**config.mk**
```make
export PLATFORM = sky130hd
export DESIGN_NAME = joystick_to_valve_drive_flat
export DESIGN_NICKNAME = d
export VERILOG_FILES = /design/src/rtl/core/jtv_pkg.sv /design/src/rtl/core/jtv_if.sv /design/src/rtl/core/jtv_front.sv /design/src/rtl/core/jtv_queue.sv /design/src/rtl/core/jtv_back.sv /design/src/rtl/core/joystick_to_valve_drive.sv /design/src/flat_wrapper.sv
export VERILOG_INCLUDE_DIRS = /design/src /design/src/rtl/core
export SDC_FILE = /design/constraint.sdc
export NUM_CORES = 2
export LEC_CHECK = 0
export ABC_AREA = 1
export BUFFER_PORTS_ARGS = -buffer_cell sky130_fd_sc_hd__buf_2
export CAP_MARGIN = 20
export CELL_PAD_IN_SITES_DETAIL_PLACEMENT = 0
export CELL_PAD_IN_SITES_GLOBAL_PLACEMENT = 2
export CORE_MARGIN = 1.5
export CORE_UTILIZATION = 40
export DETAILED_ROUTE_END_ITERATION = 12
export PLACE_DENSITY = 0.73
export RECOVER_POWER = 25
export SYNTH_ARGS = -nofsm -noshare
export SYNTH_HDL_FRONTEND = slang
export SYNTH_SLANG_ARGS = --single-unit
```
**constraint.sdc**
```tcl
create_clock -name clk -period 8.8 [get_ports clk]
set_input_delay 0.44 -clock clk [delete_from_list [all_inputs] [get_ports clk]]
set_output_delay 0.44 -clock clk [all_outputs]
set_load 0.1 [all_outputs]
```
**src/rtl/core/joystick_to_valve_drive_assert.svh**
```systemverilog
// assertion macros shared by the joystick to valve drive rtl
// no dependencies; the checks compile away when SYNTHESIS is defined
`ifndef JOYSTICK_TO_VALVE_DRIVE_ASSERT_SVH
`define JOYSTICK_TO_VALVE_DRIVE_ASSERT_SVH
`ifndef SYNTHESIS
// same-cycle implication
`define JTV_ASSERT_COMB(label, clk, rst, ante, cons, msg) \
  label: assert property (@(posedge clk) disable iff (rst) (ante) |-> (cons)) \
    else $error(msg);
// next-cycle implication
`define JTV_ASSERT_NEXT(label, clk, rst, ante, cons, msg) \
  label: assert property (@(posedge clk) disable iff (rst) (ante) |=> (cons)) \
    else $error(msg);
`else
`define JTV_ASSERT_COMB(label, clk, rst, ante, cons, msg)
`define JTV_ASSERT_NEXT(label, clk, rst, ante, cons, msg)
`endif
`endif

```
**src/rtl/core/jtv_pkg.sv**
```systemverilog
// types and constants for the joystick to valve drive
// no dependencies
package jtv_pkg;

  localparam int CHANNELS    = 20;
  localparam int CH_W        = 5;
  localparam int DUTY_W      = 7;
  localparam int QUEUE_DEPTH = 2;
  localparam int CFG_IDX_W   = 4;
  localparam int CFG_DATA_W  = 7;

  localparam logic [7:0]        JOY_CENTRE = 8'd127;
  localparam logic [DUTY_W-1:0] FULL_DUTY  = 7'd100;

  // (d * 100) / 127 == (d * PCT_PER_127) >> 20 for d <= 128
  localparam logic [19:0] PCT_PER_127 = 20'd825700;
  localparam int          PCT_SHIFT   = 20;
  // x / 100 == (x * DIV100_MUL) >> 19 for x <= 16383
  localparam logic [12:0] DIV100_MUL   = 13'd5243;
  localparam int          DIV100_SHIFT = 19;

  typedef enum logic [CFG_IDX_W-1:0] {
    REG_DEADZONE       = 4'd0,
    REG_RAMP_STEP      = 4'd1,
    REG_INVALID_LIMIT  = 4'd2,
    REG_ARM_DUTY_MIN   = 4'd3,
    REG_ARM_DUTY_MAX   = 4'd4,
    REG_OUTRIG_DUTY_MIN = 4'd5,
    REG_OUTRIG_DUTY_MAX = 4'd6,
    REG_CURVE_ENABLE   = 4'd7
  } reg_idx_t;

  typedef struct packed {
    logic [6:0] deadzone;
    logic [6:0] ramp_step;
    logic [2:0] invalid_limit;
    logic [6:0] arm_duty_min;
    logic [6:0] arm_duty_max;
    logic [6:0] outrigger_duty_min;
    logic [6:0] outrigger_duty_max;
    logic       curve_enable;
  } cfg_t;

  typedef enum logic [1:0] {
    OP_UPPER,
    OP_LOWER,
    OP_HOLD,
    OP_STOP
  } op_t;

  typedef struct packed {
    op_t        op;
    logic [7:0] left_x;
    logic [7:0] left_y;
    logic [7:0] right_x;
    logic [7:0] right_y;
    logic       reverse;
    logic       starter;
  } frame_cmd_t;

endpackage

```
**src/rtl/core/jtv_if.sv**
```systemverilog
// handshake channels of the joystick to valve drive: frame in, duty out, config write
// depends on jtv_pkg
interface jtv_frame_if;
  import jtv_pkg::*;
  logic       valid;
  logic       ready;
  logic [7:0] left_x;
  logic [7:0] left_y;
  logic [7:0] right_x;
  logic [7:0] right_y;
  logic       mode_bit_a;
  logic       mode_bit_b;
  logic       reverse_button;
  logic       starter_button;
  modport source (output valid, left_x, left_y, right_x, right_y, mode_bit_a,
                  mode_bit_b, reverse_button, starter_button, input ready);
  modport sink (input valid, left_x, left_y, right_x, right_y, mode_bit_a,
                mode_bit_b, reverse_button, starter_button, output ready);
endinterface

interface jtv_duty_if;
  import jtv_pkg::*;
  logic              valid;
  logic              ready;
  logic [CH_W-1:0]   channel_index;
  logic [DUTY_W-1:0] duty_percent;
  logic              starter_on;
  logic              stopped;
  logic              last_channel;
  modport source (output valid, channel_index, duty_percent, starter_on, stopped,
                  last_channel, input ready);
  modport sink (input valid, channel_index, duty_percent, starter_on, stopped,
                last_channel, output ready);
endinterface

interface jtv_cfg_if;
  import jtv_pkg::*;
  logic                  valid;
  logic                  ready;
  logic [CFG_IDX_W-1:0]  index;
  logic [CFG_DATA_W-1:0] data;
  modport source (output valid, index, data, input ready);
  modport sink (input valid, index, data, output ready);
endinterface

```
**src/rtl/core/jtv_front.sv**
```systemverilog
// frame front end: accepts frames, decodes the mode, runs the invalid mode filter
// depends on jtv_pkg, jtv_if and the assertion header
`include "joystick_to_valve_drive_assert.svh"

module jtv_front (
  input  logic                clk,
  input  logic                rst,
  input  jtv_pkg::cfg_t       cfg,
  jtv_frame_if.sink           frame,
  input  logic                q_full,
  output logic                q_push,
  output jtv_pkg::frame_cmd_t q_cmd
);
  import jtv_pkg::*;

  localparam logic [1:0] SEL_ARM   = 2'b00;
  localparam logic [1:0] SEL_TRACK = 2'b01;

  logic [2:0] invalid_count;
  logic [2:0] invalid_count_next;
  logic [2:0] count_step;
  logic [1:0] mode;
  logic       accept;
  op_t        op;

  assign mode   = {frame.mode_bit_a, frame.mode_bit_b};
  assign frame.ready = !q_full && !rst;
  assign accept = frame.valid && frame.ready;

  // saturating count toward the limit
  assign count_step = (invalid_count < cfg.invalid_limit) ? invalid_count + 3'd1
                                                          : invalid_count;

  always_comb begin
    unique case (mode)
      SEL_ARM: begin
        op = OP_UPPER;
        invalid_count_next = '0;
      end
      SEL_TRACK: begin
        op = OP_LOWER;
        invalid_count_next = '0;
      end
      default: begin
        op = (count_step >= cfg.invalid_limit) ? OP_STOP : OP_HOLD;
        invalid_count_next = count_step;
      end
    endcase
  end

  always_ff @(posedge clk) begin
    if (rst) begin
      invalid_count <= '0;
    end else if (accept) begin
      invalid_count <= invalid_count_next;
    end
  end

  assign q_push        = accept;
  assign q_cmd.op      = op;
  assign q_cmd.left_x  = frame.left_x;
  assign q_cmd.left_y  = frame.left_y;
  assign q_cmd.right_x = frame.right_x;
  assign q_cmd.right_y = frame.right_y;
  assign q_cmd.reverse = frame.reverse_button;
  assign q_cmd.starter = frame.starter_button;

  `JTV_ASSERT_NEXT(a_valid_mode_clears, clk, rst, accept && (mode == SEL_ARM || mode == SEL_TRACK), invalid_count == 3'd0, "valid mode did not clear the invalid count")
  `JTV_ASSERT_NEXT(a_invalid_steps, clk, rst, accept && mode != SEL_ARM && mode != SEL_TRACK && invalid_count < cfg.invalid_limit, invalid_count == $past(invalid_count) + 3'd1, "invalid frame did not step the count")
  `JTV_ASSERT_NEXT(a_stop_at_limit, clk, rst, accept && op == OP_STOP, invalid_count >= $past(cfg.invalid_limit), "stop issued below the limit")

endmodule

```
**src/rtl/core/jtv_queue.sv**
```systemverilog
// short frame queue between the front end and the channel pipeline
// depends on jtv_pkg and the assertion header
`include "joystick_to_valve_drive_assert.svh"

module jtv_queue (
  input  logic                clk,
  input  logic                rst,
  input  logic                push,
  input  jtv_pkg::frame_cmd_t push_cmd,
  output logic                full,
  input  logic                pop,
  output logic                head_valid,
  output jtv_pkg::frame_cmd_t head_cmd
);
  import jtv_pkg::*;

  localparam int PTR_W = (QUEUE_DEPTH > 1) ? $clog2(QUEUE_DEPTH) : 1;
  localparam int CNT_W = $clog2(QUEUE_DEPTH + 1);
  localparam logic [PTR_W-1:0] PTR_LAST = PTR_W'(QUEUE_DEPTH - 1);
  localparam logic [CNT_W-1:0] CNT_FULL = CNT_W'(QUEUE_DEPTH);

  frame_cmd_t       entries [QUEUE_DEPTH];
  logic [PTR_W-1:0] wr_ptr;
  logic [PTR_W-1:0] rd_ptr;
  logic [CNT_W-1:0] count;
  logic             do_push;
  logic             do_pop;

  assign full       = (count == CNT_FULL);
  assign head_valid = (count != '0);
  assign head_cmd   = entries[rd_ptr];
  assign do_push    = push && !full;
  assign do_pop     = pop && head_valid;

  always_ff @(posedge clk) begin
    if (do_push) begin
      entries[wr_ptr] <= push_cmd;
    end
  end

  always_ff @(posedge clk) begin
    if (rst) begin
      wr_ptr <= '0;
      rd_ptr <= '0;
      count  <= '0;
    end else begin
      if (do_push) begin
        wr_ptr <= (wr_ptr == PTR_LAST) ? '0 : wr_ptr + 1'b1;
      end
      if (do_pop) begin
        rd_ptr <= (rd_ptr == PTR_LAST) ? '0 : rd_ptr + 1'b1;
      end
      if (do_push && !do_pop) begin
        count <= count + 1'b1;
      end else if (do_pop && !do_push) begin
        count <= count - 1'b1;
      end
    end
  end

  `JTV_ASSERT_COMB(a_count_bound, clk, rst, 1'b1, count <= CNT_FULL, "queue count past depth")
  `JTV_ASSERT_NEXT(a_push_grows, clk, rst, do_push && !do_pop, count == $past(count) + 1'b1, "push did not grow the queue")
  `JTV_ASSERT_NEXT(a_pop_shrinks, clk, rst, do_pop && !do_push, count == $past(count) - 1'b1, "pop did not shrink the queue")

endmodule

```
**src/rtl/core/jtv_back.sv**
```systemverilog
// channel pipeline: walks the 20 channels of a frame, maps, curves, scales and
// slew limits each one and holds the per-channel levels; depends on jtv_pkg, jtv_if
`include "joystick_to_valve_drive_assert.svh"

module jtv_back (
  input  logic                clk,
  input  logic                rst,
  input  jtv_pkg::cfg_t       cfg,
  input  logic                head_valid,
  input  jtv_pkg::frame_cmd_t head_cmd,
  output logic                pop,
  jtv_duty_if.source          duty
);
  import jtv_pkg::*;

  localparam int NSTG = 6;
  localparam logic [CH_W-1:0] CH_LAST = CH_W'(CHANNELS - 1);

  localparam logic [CH_W-1:0] CH_BRAKE     = 5'd0;
  localparam logic [CH_W-1:0] CH_PARALLEL  = 5'd1;
  localparam logic [CH_W-1:0] CH_CYL2_OUT  = 5'd2;
  localparam logic [CH_W-1:0] CH_CYL2_IN   = 5'd3;
  localparam logic [CH_W-1:0] CH_CYL3_OUT  = 5'd4;
  localparam logic [CH_W-1:0] CH_CYL3_IN   = 5'd5;
  localparam logic [CH_W-1:0] CH_CYL4_OUT  = 5'd6;
  localparam logic [CH_W-1:0] CH_CYL4_IN   = 5'd7;
  localparam logic [CH_W-1:0] CH_SLEW_CW   = 5'd10;
  localparam logic [CH_W-1:0] CH_SLEW_CCW  = 5'd11;
  localparam logic [CH_W-1:0] CH_LOUT_UP   = 5'd12;
  localparam logic [CH_W-1:0] CH_LOUT_DOWN = 5'd13;
  localparam logic [CH_W-1:0] CH_ROUT_UP   = 5'd14;
  localparam logic [CH_W-1:0] CH_ROUT_DOWN = 5'd15;
  localparam logic [CH_W-1:0] CH_RTRK_FWD  = 5'd16;
  localparam logic [CH_W-1:0] CH_RTRK_BACK = 5'd17;
  localparam logic [CH_W-1:0] CH_LTRK_FWD  = 5'd18;
  localparam logic [CH_W-1:0] CH_LTRK_BACK = 5'd19;

  typedef enum logic [1:0] {ACT_HOLD, ACT_ZERO, ACT_FULL, ACT_MAP} act_t;
  typedef enum logic [1:0] {AX_LX, AX_LY, AX_RX, AX_RY} axis_t;

  typedef struct packed {
    logic [CH_W-1:0] ch;
    act_t            act;
    logic            stop;
    logic            starter;
  } tag_t;

  logic [DUTY_W-1:0] drive_level [CHANNELS];
  logic [DUTY_W-1:0] ramp_memory [CHANNELS];

  logic            en;
  logic            out_valid;
  logic [CH_W-1:0] k;
  logic [NSTG:1]   v;
  tag_t            tag [1:NSTG];

  // issue stage
  act_t       act_sel;
  act_t       act0;
  axis_t      ax0;
  logic       low0;
  logic [7:0] v0;
  logic [7:0] d0;
  logic [7:0] band_lo;
  logic [8:0] band_hi;

  // pipeline data
  logic [7:0]        d1;
  logic [27:0]       lin_prod;
  logic [7:0]        lin_pct;
  logic [DUTY_W-1:0] p2;
  logic [13:0]       x3;
  logic              curve3;
  logic [26:0]       curve_prod;
  logic [DUTY_W-1:0] p4;
  logic              outrig4;
  logic [DUTY_W-1:0] lo_sel;
  logic [DUTY_W-1:0] hi_sel;
  logic [DUTY_W-1:0] span;
  logic [13:0]       sc5;
  logic [DUTY_W-1:0] lo5;
  logic              nz5;
  logic [26:0]       scale_prod;
  logic [7:0]        scale_sum;
  logic [DUTY_W-1:0] tgt6;

  // ramp stage
  logic [7:0]        prev8;
  logic [7:0]        tgt8;
  logic [7:0]        step8;
  logic [7:0]        q8;
  logic [DUTY_W-1:0] q;
  logic [DUTY_W-1:0] level;

  assign en         = !out_valid || duty.ready;
  assign pop        = en && head_valid && (k == CH_LAST);
  assign duty.valid = out_valid;

  // which role each channel plays in this frame
  always_comb begin
    act_sel = ACT_HOLD;
    ax0     = AX_LX;
    low0    = 1'b0;
    unique case (head_cmd.op)
      OP_STOP: act_sel = ACT_ZERO;
      OP_HOLD: act_sel = ACT_HOLD;
      OP_UPPER: begin
        case (k) inside
          CH_BRAKE:    act_sel = ACT_FULL;
          CH_PARALLEL: act_sel = head_cmd.reverse ? ACT_FULL : ACT_ZERO;
          CH_CYL2_OUT: begin act_sel = ACT_MAP; ax0 = AX_RY; low0 = !head_cmd.reverse; end
          CH_CYL2_IN:  begin act_sel = ACT_MAP; ax0 = AX_RY; low0 = head_cmd.reverse; end
          CH_CYL3_OUT: begin act_sel = ACT_MAP; ax0 = AX_LY; low0 = 1'b0; end
          CH_CYL3_IN:  begin act_sel = ACT_MAP; ax0 = AX_LY; low0 = 1'b1; end
          CH_CYL4_OUT: begin act_sel = ACT_MAP; ax0 = AX_RX; low0 = 1'b1; end
          CH_CYL4_IN:  begin act_sel = ACT_MAP; ax0 = AX_RX; low0 = 1'b0; end
          CH_SLEW_CW:  begin act_sel = ACT_MAP; ax0 = AX_LX; low0 = 1'b0; end
          CH_SLEW_CCW: begin act_sel = ACT_MAP; ax0 = AX_LX; low0 = 1'b1; end
          [CH_LOUT_UP:CH_LTRK_BACK]: act_sel = ACT_ZERO;
          default:     act_sel = ACT_HOLD;
        endcase
      end
      OP_LOWER: begin
        case (k) inside
          [CH_BRAKE:CH_CYL3_IN]:   act_sel = ACT_ZERO;
          CH_SLEW_CW, CH_SLEW_CCW: act_sel = ACT_ZERO;
          CH_LOUT_UP:   begin act_sel = ACT_MAP; ax0 = AX_LX; low0 = 1'b0; end
          CH_LOUT_DOWN: begin act_sel = ACT_MAP; ax0 = AX_LX; low0 = 1'b1; end
          CH_ROUT_UP:   begin act_sel = ACT_MAP; ax0 = AX_RX; low0 = 1'b1; end
          CH_ROUT_DOWN: begin act_sel = ACT_MAP; ax0 = AX_RX; low0 = 1'b0; end
          CH_RTRK_FWD:  begin act_sel = ACT_MAP; ax0 = AX_RY; low0 = 1'b0; end
          CH_RTRK_BACK: begin act_sel = ACT_MAP; ax0 = AX_RY; low0 = 1'b1; end
          CH_LTRK_FWD:  begin act_sel = ACT_MAP; ax0 = AX_LY; low0 = 1'b0; end
          CH_LTRK_BACK: begin act_sel = ACT_MAP; ax0 = AX_LY; low0 = 1'b1; end
          default:      act_sel = ACT_HOLD;
        endcase
      end
      default: act_sel = ACT_HOLD;
    endcase
  end

  // deadzone test; a mapped channel not past its own edge of the band is an explicit zero
  always_comb begin
    case (ax0)
      AX_LX:   v0 = head_cmd.left_x;
      AX_LY:   v0 = head_cmd.left_y;
      AX_RX:   v0 = head_cmd.right_x;
      default: v0 = head_cmd.right_y;
    endcase
    band_lo = JOY_CENTRE - {1'b0, cfg.deadzone};
    band_hi = {1'b0, JOY_CENTRE} + {2'b00, cfg.deadzone};
    act0    = act_sel;
    d0      = '0;
    if (act_sel == ACT_MAP) begin
      if (low0) begin
        if (v0 < band_lo) d0 = JOY_CENTRE - v0;
        else act0 = ACT_ZERO;
      end else begin
        if ({1'b0, v0} > band_hi) d0 = v0 - JOY_CENTRE;
        else act0 = ACT_ZERO;
      end
    end
  end

  // stage 2: axis offset to percent
  assign lin_prod = 28'(d1) * 28'(PCT_PER_127);
  assign lin_pct  = lin_prod[PCT_SHIFT +: 8];

  // stage 4: square over 100
  assign curve_prod = 27'(x3) * 27'(DIV100_MUL);

  // stage 5: group bounds
  assign outrig4 = (tag[4].ch >= CH_LOUT_UP) && (tag[4].ch <= CH_ROUT_DOWN);
  assign lo_sel  = outrig4 ? cfg.outrigger_duty_min : cfg.arm_duty_min;
  assign hi_sel  = outrig4 ? cfg.outrigger_duty_max : cfg.arm_duty_max;
  assign span    = (hi_sel >= lo_sel) ? hi_sel - lo_sel : '0;

  // stage 6: min + p*span/100
  assign scale_prod = 27'(sc5) * 27'(DIV100_MUL);
  assign scale_sum  = {1'b0, lo5} + {1'b0, scale_prod[DIV100_SHIFT +: DUTY_W]};

  // ramp against this channel's memory
  always_comb begin
    prev8 = {1'b0, ramp_memory[tag[NSTG].ch]};
    tgt8  = {1'b0, tgt6};
    step8 = {1'b0, cfg.ramp_step};
    if (tgt8 > prev8 && (tgt8 - prev8) > step8) q8 = prev8 + step8;
    else if (prev8 > tgt8 && (prev8 - tgt8) > step8) q8 = prev8 - step8;
    else q8 = tgt8;
    q = (q8 > {1'b0, FULL_DUTY}) ? FULL_DUTY : q8[DUTY_W-1:0];
    case (tag[NSTG].act)
      ACT_MAP:  level = q;
      ACT_ZERO: level = '0;
      ACT_FULL: level = FULL_DUTY;
      default:  level = drive_level[tag[NSTG].ch];
    endcase
  end

  always_ff @(posedge clk) begin
    if (rst) begin
      v         <= '0;
      out_valid <= 1'b0;
      k         <= '0;
      for (int i = 0; i < CHANNELS; i++) begin
        drive_level[i] <= '0;
        ramp_memory[i] <= '0;
      end
    end else if (en) begin
      v         <= {v[NSTG-1:1], head_valid};
      out_valid <= v[NSTG];
      if (head_valid) begin
        k <= (k == CH_LAST) ? '0 : k + 1'b1;
      end
      if (v[NSTG]) begin
        drive_level[tag[NSTG].ch] <= level;
        if (tag[NSTG].act == ACT_MAP) begin
          ramp_memory[tag[NSTG].ch] <= q;
        end
      end
    end
  end

  // payload registers
  always_ff @(posedge clk) begin
    if (en) begin
      tag[1] <= '{ch: k, act: act0, stop: (head_cmd.op == OP_STOP),
                  starter: head_cmd.starter};
      for (int i = 2; i <= NSTG; i++) begin
        tag[i] <= tag[i-1];
      end
      d1     <= d0;
      p2     <= (lin_pct > {1'b0, FULL_DUTY}) ? FULL_DUTY : lin_pct[DUTY_W-1:0];
      x3     <= cfg.curve_enable ? 14'(p2) * 14'(p2) : 14'(p2);
      curve3 <= cfg.curve_enable;
      p4     <= curve3 ? curve_prod[DIV100_SHIFT +: DUTY_W] : x3[DUTY_W-1:0];
      sc5    <= 14'(p4) * 14'(span);
      lo5    <= lo_sel;
      nz5    <= (p4 != '0);
      tgt6   <= !nz5 ? '0
              : (scale_sum > {1'b0, FULL_DUTY}) ? FULL_DUTY : scale_sum[DUTY_W-1:0];
      if (v[NSTG]) begin
        duty.channel_index <= tag[NSTG].ch;
        duty.duty_percent  <= level;
        duty.starter_on    <= tag[NSTG].starter;
        duty.stopped       <= tag[NSTG].stop;
        duty.last_channel  <= (tag[NSTG].ch == CH_LAST);
      end
    end
  end

  `JTV_ASSERT_COMB(a_duty_range, clk, rst, out_valid, duty.duty_percent <= FULL_DUTY, "duty above full scale")
  `JTV_ASSERT_COMB(a_last_is_19, clk, rst, out_valid && duty.last_channel, duty.channel_index == CH_LAST, "last flag on a wrong channel")
  `JTV_ASSERT_NEXT(a_walk_wraps, clk, rst, en && head_valid && k == CH_LAST, k == '0 && v[1], "channel walk did not wrap after the last channel")

endmodule

```
**src/rtl/core/joystick_to_valve_drive.sv**
```systemverilog
// top level of the joystick to valve drive: config registers, front end,
// frame queue and channel pipeline; depends on jtv_pkg, jtv_if and the submodules
//
//  channel | dir | one request carries
//  --------+-----+---------------------------------------------------------
//  frame   | in  | four stick axes, two mode bits, reverse and starter
//  duty    | out | channel_index, duty_percent, starter_on, stopped, last_channel
//  cfg     | in  | register index and write data
//
// each frame yields 20 duty requests, one per cycle from the channel pipeline
// when the duty side keeps up. a duty stall freezes the whole pipeline; the
// two-entry queue keeps taking frames until it is full.
// rst is synchronous and clears the control state, channel levels and config
// registers, but not the queue entries or the pipeline payload registers; frame
// and config are not ready while rst is high, config is ready at all other times.

module joystick_to_valve_drive (
  input  logic       clk,
  input  logic       rst,
  jtv_frame_if.sink  frame,
  jtv_duty_if.source duty,
  jtv_cfg_if.sink    cfg
);
  import jtv_pkg::*;

  cfg_t       cfg_regs;
  logic       q_push;
  logic       q_full;
  logic       q_pop;
  logic       head_valid;
  frame_cmd_t push_cmd;
  frame_cmd_t head_cmd;

  assign cfg.ready = !rst;

  always_ff @(posedge clk) begin
    if (rst) begin
      cfg_regs.deadzone           <= 7'd5;
      cfg_regs.ramp_step          <= 7'd10;
      cfg_regs.invalid_limit      <= 3'd5;
      cfg_regs.arm_duty_min       <= 7'd0;
      cfg_regs.arm_duty_max       <= 7'd70;
      cfg_regs.outrigger_duty_min <= 7'd0;
      cfg_regs.outrigger_duty_max <= 7'd100;
      cfg_regs.curve_enable       <= 1'b1;
    end else if (cfg.valid) begin
      unique case (cfg.index)
        REG_DEADZONE:        cfg_regs.deadzone           <= cfg.data;
        REG_RAMP_STEP:       cfg_regs.ramp_step          <= cfg.data;
        REG_INVALID_LIMIT:   cfg_regs.invalid_limit      <= cfg.data[2:0];
        REG_ARM_DUTY_MIN:    cfg_regs.arm_duty_min       <= cfg.data;
        REG_ARM_DUTY_MAX:    cfg_regs.arm_duty_max       <= cfg.data;
        REG_OUTRIG_DUTY_MIN: cfg_regs.outrigger_duty_min <= cfg.data;
        REG_OUTRIG_DUTY_MAX: cfg_regs.outrigger_duty_max <= cfg.data;
        REG_CURVE_ENABLE:    cfg_regs.curve_enable       <= cfg.data[0];
        default: ;
      endcase
    end
  end

  jtv_front u_front (
    .clk    (clk),
    .rst    (rst),
    .cfg    (cfg_regs),
    .frame  (frame),
    .q_full (q_full),
    .q_push (q_push),
    .q_cmd  (push_cmd)
  );

  jtv_queue u_queue (
    .clk        (clk),
    .rst        (rst),
    .push       (q_push),
    .push_cmd   (push_cmd),
    .full       (q_full),
    .pop        (q_pop),
    .head_valid (head_valid),
    .head_cmd   (head_cmd)
  );

  jtv_back u_back (
    .clk        (clk),
    .rst        (rst),
    .cfg        (cfg_regs),
    .head_valid (head_valid),
    .head_cmd   (head_cmd),
    .pop        (q_pop),
    .duty       (duty)
  );

endmodule
```
**src/flat_wrapper.sv**
```systemverilog
// flat-port wrapper written by rule: the top's interface ports become plain ports
module joystick_to_valve_drive_flat import jtv_pkg::*;
  (clk, rst, frame_valid, frame_left_x, frame_left_y, frame_right_x, frame_right_y, frame_mode_bit_a, frame_mode_bit_b, frame_reverse_button, frame_starter_button, frame_ready, duty_valid, duty_channel_index, duty_duty_percent, duty_starter_on, duty_stopped, duty_last_channel, duty_ready, cfg_valid, cfg_index, cfg_data, cfg_ready);
  jtv_frame_if frame_i ();
  jtv_duty_if duty_i ();
  jtv_cfg_if cfg_i ();
  input  logic clk;
  input  logic rst;
  input wire logic [$bits(frame_i.valid)-1:0] frame_valid;
  input wire logic [$bits(frame_i.left_x)-1:0] frame_left_x;
  input wire logic [$bits(frame_i.left_y)-1:0] frame_left_y;
  input wire logic [$bits(frame_i.right_x)-1:0] frame_right_x;
  input wire logic [$bits(frame_i.right_y)-1:0] frame_right_y;
  input wire logic [$bits(frame_i.mode_bit_a)-1:0] frame_mode_bit_a;
  input wire logic [$bits(frame_i.mode_bit_b)-1:0] frame_mode_bit_b;
  input wire logic [$bits(frame_i.reverse_button)-1:0] frame_reverse_button;
  input wire logic [$bits(frame_i.starter_button)-1:0] frame_starter_button;
  output wire logic [$bits(frame_i.ready)-1:0] frame_ready;
  output wire logic [$bits(duty_i.valid)-1:0] duty_valid;
  output wire logic [$bits(duty_i.channel_index)-1:0] duty_channel_index;
  output wire logic [$bits(duty_i.duty_percent)-1:0] duty_duty_percent;
  output wire logic [$bits(duty_i.starter_on)-1:0] duty_starter_on;
  output wire logic [$bits(duty_i.stopped)-1:0] duty_stopped;
  output wire logic [$bits(duty_i.last_channel)-1:0] duty_last_channel;
  input wire logic [$bits(duty_i.ready)-1:0] duty_ready;
  input wire logic [$bits(cfg_i.valid)-1:0] cfg_valid;
  input wire logic [$bits(cfg_i.index)-1:0] cfg_index;
  input wire logic [$bits(cfg_i.data)-1:0] cfg_data;
  output wire logic [$bits(cfg_i.ready)-1:0] cfg_ready;
  assign frame_i.valid = frame_valid;
  assign frame_i.left_x = frame_left_x;
  assign frame_i.left_y = frame_left_y;
  assign frame_i.right_x = frame_right_x;
  assign frame_i.right_y = frame_right_y;
  assign frame_i.mode_bit_a = frame_mode_bit_a;
  assign frame_i.mode_bit_b = frame_mode_bit_b;
  assign frame_i.reverse_button = frame_reverse_button;
  assign frame_i.starter_button = frame_starter_button;
  assign frame_ready = frame_i.ready;
  assign duty_valid = duty_i.valid;
  assign duty_channel_index = duty_i.channel_index;
  assign duty_duty_percent = duty_i.duty_percent;
  assign duty_starter_on = duty_i.starter_on;
  assign duty_stopped = duty_i.stopped;
  assign duty_last_channel = duty_i.last_channel;
  assign duty_i.ready = duty_ready;
  assign cfg_i.valid = cfg_valid;
  assign cfg_i.index = cfg_index;
  assign cfg_i.data = cfg_data;
  assign cfg_ready = cfg_i.ready;
  joystick_to_valve_drive u_core (.clk(clk), .rst(rst), .frame(frame_i), .duty(duty_i), .cfg(cfg_i));
endmodule
```
==> impl_metrics.tcl <==
set metrics [dict create \
    status "finished, violations left" \
    violations "max-capacitance violations, max-slew violations" \
    std_cell_rows 121 \
    tritoncts "yes" \
    path_class "flip-flop to flip-flop" \
    netlist_instances 4143 \
    grt_util_all_layers 0.216 \
    endpoint_kind "flip-flop" \
    max-vdd-ir-drop_uv 264 \
    grt_pass1_wl_um 184000 \
    path_max_fanout 27 \
    wl_per_cell_um 20.9 \
    cts_root_buf "clkbuf_16" \
    grt_max_degree 81 \
    clock_path_buffers 3 \
    multiInputGateArea_um2 19600 \
    finClkSkew_ps 49.9 \
    fin_tns_setup_ps 0 \
    antenna_found_initial 1 \
    wl_um 119000 \
    p_per_area_nw_per_um2 202 \
    drc_errors 0 \
    area_growth_pct 11.2 \
    core_area_um2 109000 \
    hold_buffers 35 \
    ys_types 64 \
    maxSlewHeadroom -1.54 \
    dpl.cell_count 5516 \
    cp.arrival_ps 7800 \
    yosys.area_share.simple 0.103 \
    finalHoldViolCount 0 \
    grt_pass1_vias 30458 \
    leakage_nw 21.2 \
    power_frac_comb 0.225 \
    synth.mux.area_fraction 0.00823 \
    regArea_um2 21000 \
    period_minus_slack_ps 7400 \
    postCtsSetupBuffers 0 \
    ys_seq_area_frac 0.479 \
    slew_viol_final 246 \
    vias 29693 \
    post_cts_resized 0 \
    tightest_slew_ps 3810 \
    p_int_mw 6.70 \
    min_path_type "input pin to flip-flop" \
    overflow 0 \
    synthFlopType "edfxtp_1" \
    portBuffers 69 \
    synth_xor_area_frac 0.0144 \
    place_ws_ps 1410 \
    cp.required_ps 9200 \
    clkTransAtPathRegs_ps 60 \
    setup_ws_ps 1400 \
    max_freq_ghz 0.135 \
    synthAdderAreaFrac 0.198 \
    worstSetupStartpointType "flip-flop" \
    hold_ws_ps 102 \
    dieHeight_um 334 \
    dr.pass1.iters 6 \
    setup_violations 0 \
    io_pins 70 \
    max_cap_violations 4 \
    vias_per_cell 5.20 \
    finalNonFillerCells 5712 \
    ctsHtreeMaxLevel 3 \
    nets 4860 \
    switchingPower_mw 3.12 \
    synth-edff-count 655 \
    cpPeakStageDelay_ps 790 \
    timing.critical_path.from "u_core.u_back.tag[0][44]" \
    rsz0062_at_grt "no" \
    num-fill-cells 10388 \
    synth_compound_area_frac 0.122 \
    path_common_cell "nand2_1" \
    period_share 0.841 \
    p_sw_frac 0.318 \
    cp_slowest_cell "nand3b_1" \
    async_flop_share 0 \
    reg2reg_from "u_core.u_back.tag[0][44]" \
    synth_top_family_by_area "adder cells" \
    finalPower_mw 9.82 \
    ys_warn_count 0 \
    drt_iter0_markers 1960 \
    syn_area_per_cell_um2 10.6 \
    dp_hpwl_um 85800 \
    initial_core_util 0.403 \
    cts.sinks 721 \
    syn_nets 4773 \
    dieArea_um2 111000 \
    pwr-share-clk 0.357 \
    clock_latency_ps 680 \
    die_x_um 334 \
    place.gp.congestion 0.828 \
    postRouteAntennaNets 0 \
    cts-buffers-inserted 83 \
    drive_above_1_share 0.0842 \
    synth_area_um2 43800 \
    worst_hold_startpoint "cfg_data[0]" \
    synth-seq-cells 721 \
    power_frac_seq 0.418 \
]
Yosys cell counts, drive strengths merged, types with 66 or more instances:
| library cell | instances | area share |
|---|---|---|
| a21oi | 418 | 0.050 |
| a22oi | 219 | 0.038 |
| buf | 77 | 0.011 |
| clkbuf | 86 | 0.0074 |
| dfxtp | 66 | 0.030 |
| edfxtp | 655 | 0.45 |
| fa | 193 | 0.088 |
| ha | 385 | 0.11 |
| inv | 648 | 0.056 |
| nand2 | 499 | 0.044 |
| nand3 | 73 | 0.0093 |
| nor2 | 339 | 0.030 |
| o21ai | 170 | 0.020 |
registers in the layout, summed over array words and instances (netlist names), 2 cells and up, named ones only:
name,count
u_core.u_back.tag,54
u_core.u_back.lo5,7
u_core.u_queue.entries,72
u_core.u_back.k,5
u_core.u_back.d1,8
u_core.u_back.duty.channel_index,5
u_core.u_back.duty.duty_percent,7
u_core.u_back.drive_level,224
u_core.cfg_regs,46
u_core.u_back.x3,14
u_core.u_front.invalid_count,3
u_core.u_back.p4,7
u_core.u_back.ramp_memory,224
u_core.u_back.v,6
u_core.u_back.tgt6,7
u_core.u_back.p2,7
u_core.u_queue.count,2
u_core.u_back.sc5,14
cells by family (layout without fill, tap and decap cells):
family,after synthesis,after routing
DFF,721,721
muxes,33,33
other,0,1
xor gates and xnor gates,72,72
adders and majority gates,578,578
AOI/OAI and AO/OA,887,887
and+or+nand+nor,1038,1038
buffers and inverters,814,968
power groups by stage:
stage / combinational, mW / sequential, mW / clock [mW]
final: 2.21 / 4.10 / 3.51
after global routing: 2.51 / 4.11 / 3.70
after CTS: 2.25 / 4.10 / 3.57
after detailed placement: 2.23 / 4.17 / 0
after global placement: 2.22 / 4.17 / 0
after floorplan: 1.53 / 4.13 / 0
worst max-delay path: cells and delay by family, from the launching register on:
kind | cells | cell delay (ps)
simple gates | 12 | 2000
compound gates | 8 | 1780
buf+inv | 5 | 360
xor+xnor | 1 | 130
flops | 1 | 370
fa+ha+maj | 6 | 2490
metal layers:
layer / routed length, µm / part of all wire / track usage
met1: 54600 / 0.46 / 0.297
met2: 56400 / 0.47 / 0.359
met3: 5150 / 0.043 / 0.0264
met4: 3180 / 0.027 / 0.0610
met5: 12 / 0.00010 / 0
area by class of cell:
cell class                 count  share of cell area
timing repair buffer         165              0.0221
antenna                        1           0.0000514
sequential                   721               0.431
tap                         1414              0.0364
multi-input combinational   2608               0.403
clock buffer                  99              0.0448
inverter                     651              0.0504
clock inverter                53              0.0121
metrics by stage:
stage	cell area [µm²]	util
after floorplan	43800	-
after global placement	45600	0.419
after detailed placement	45600	0.419
after CTS	48700	0.448
after global routing	48700	0.448
final	48700	0.448
cells in the final DEF (no fill, tap or decap), types with 24 or more instances in the layout:
cell and instances:
nor2_1 327, dfxtp_1 66, inv_1 635, nand4_1 24, mux2_2 24, a21oi_1 390
edfxtp_1 655, xor2_1 55, o21ai_0 154, nor3_1 31, a22oi_1 218, fa_1 193
dlygate4sd3_1 35, buf_2 29, a21oi_2 27, or2_2 36, buf_4 44, nand3_1 66
clkbuf_16 84, ha_1 385, clkbuf_1 65, nand2_1 480
worst paths after layout:
kind | to | slack (ps) | cells after the start
max | u_core.u_back.sc5[13] | 1400 | 32
min | u_core.cfg_regs[39] | 100 | 3
max reg2reg | u_core.u_back.sc5[13] | 1400 | 32
min reg2reg | u_core.u_back.tag[0][23] | 370 | 0
Note: power is estimated with default switching activity, not from simulation.
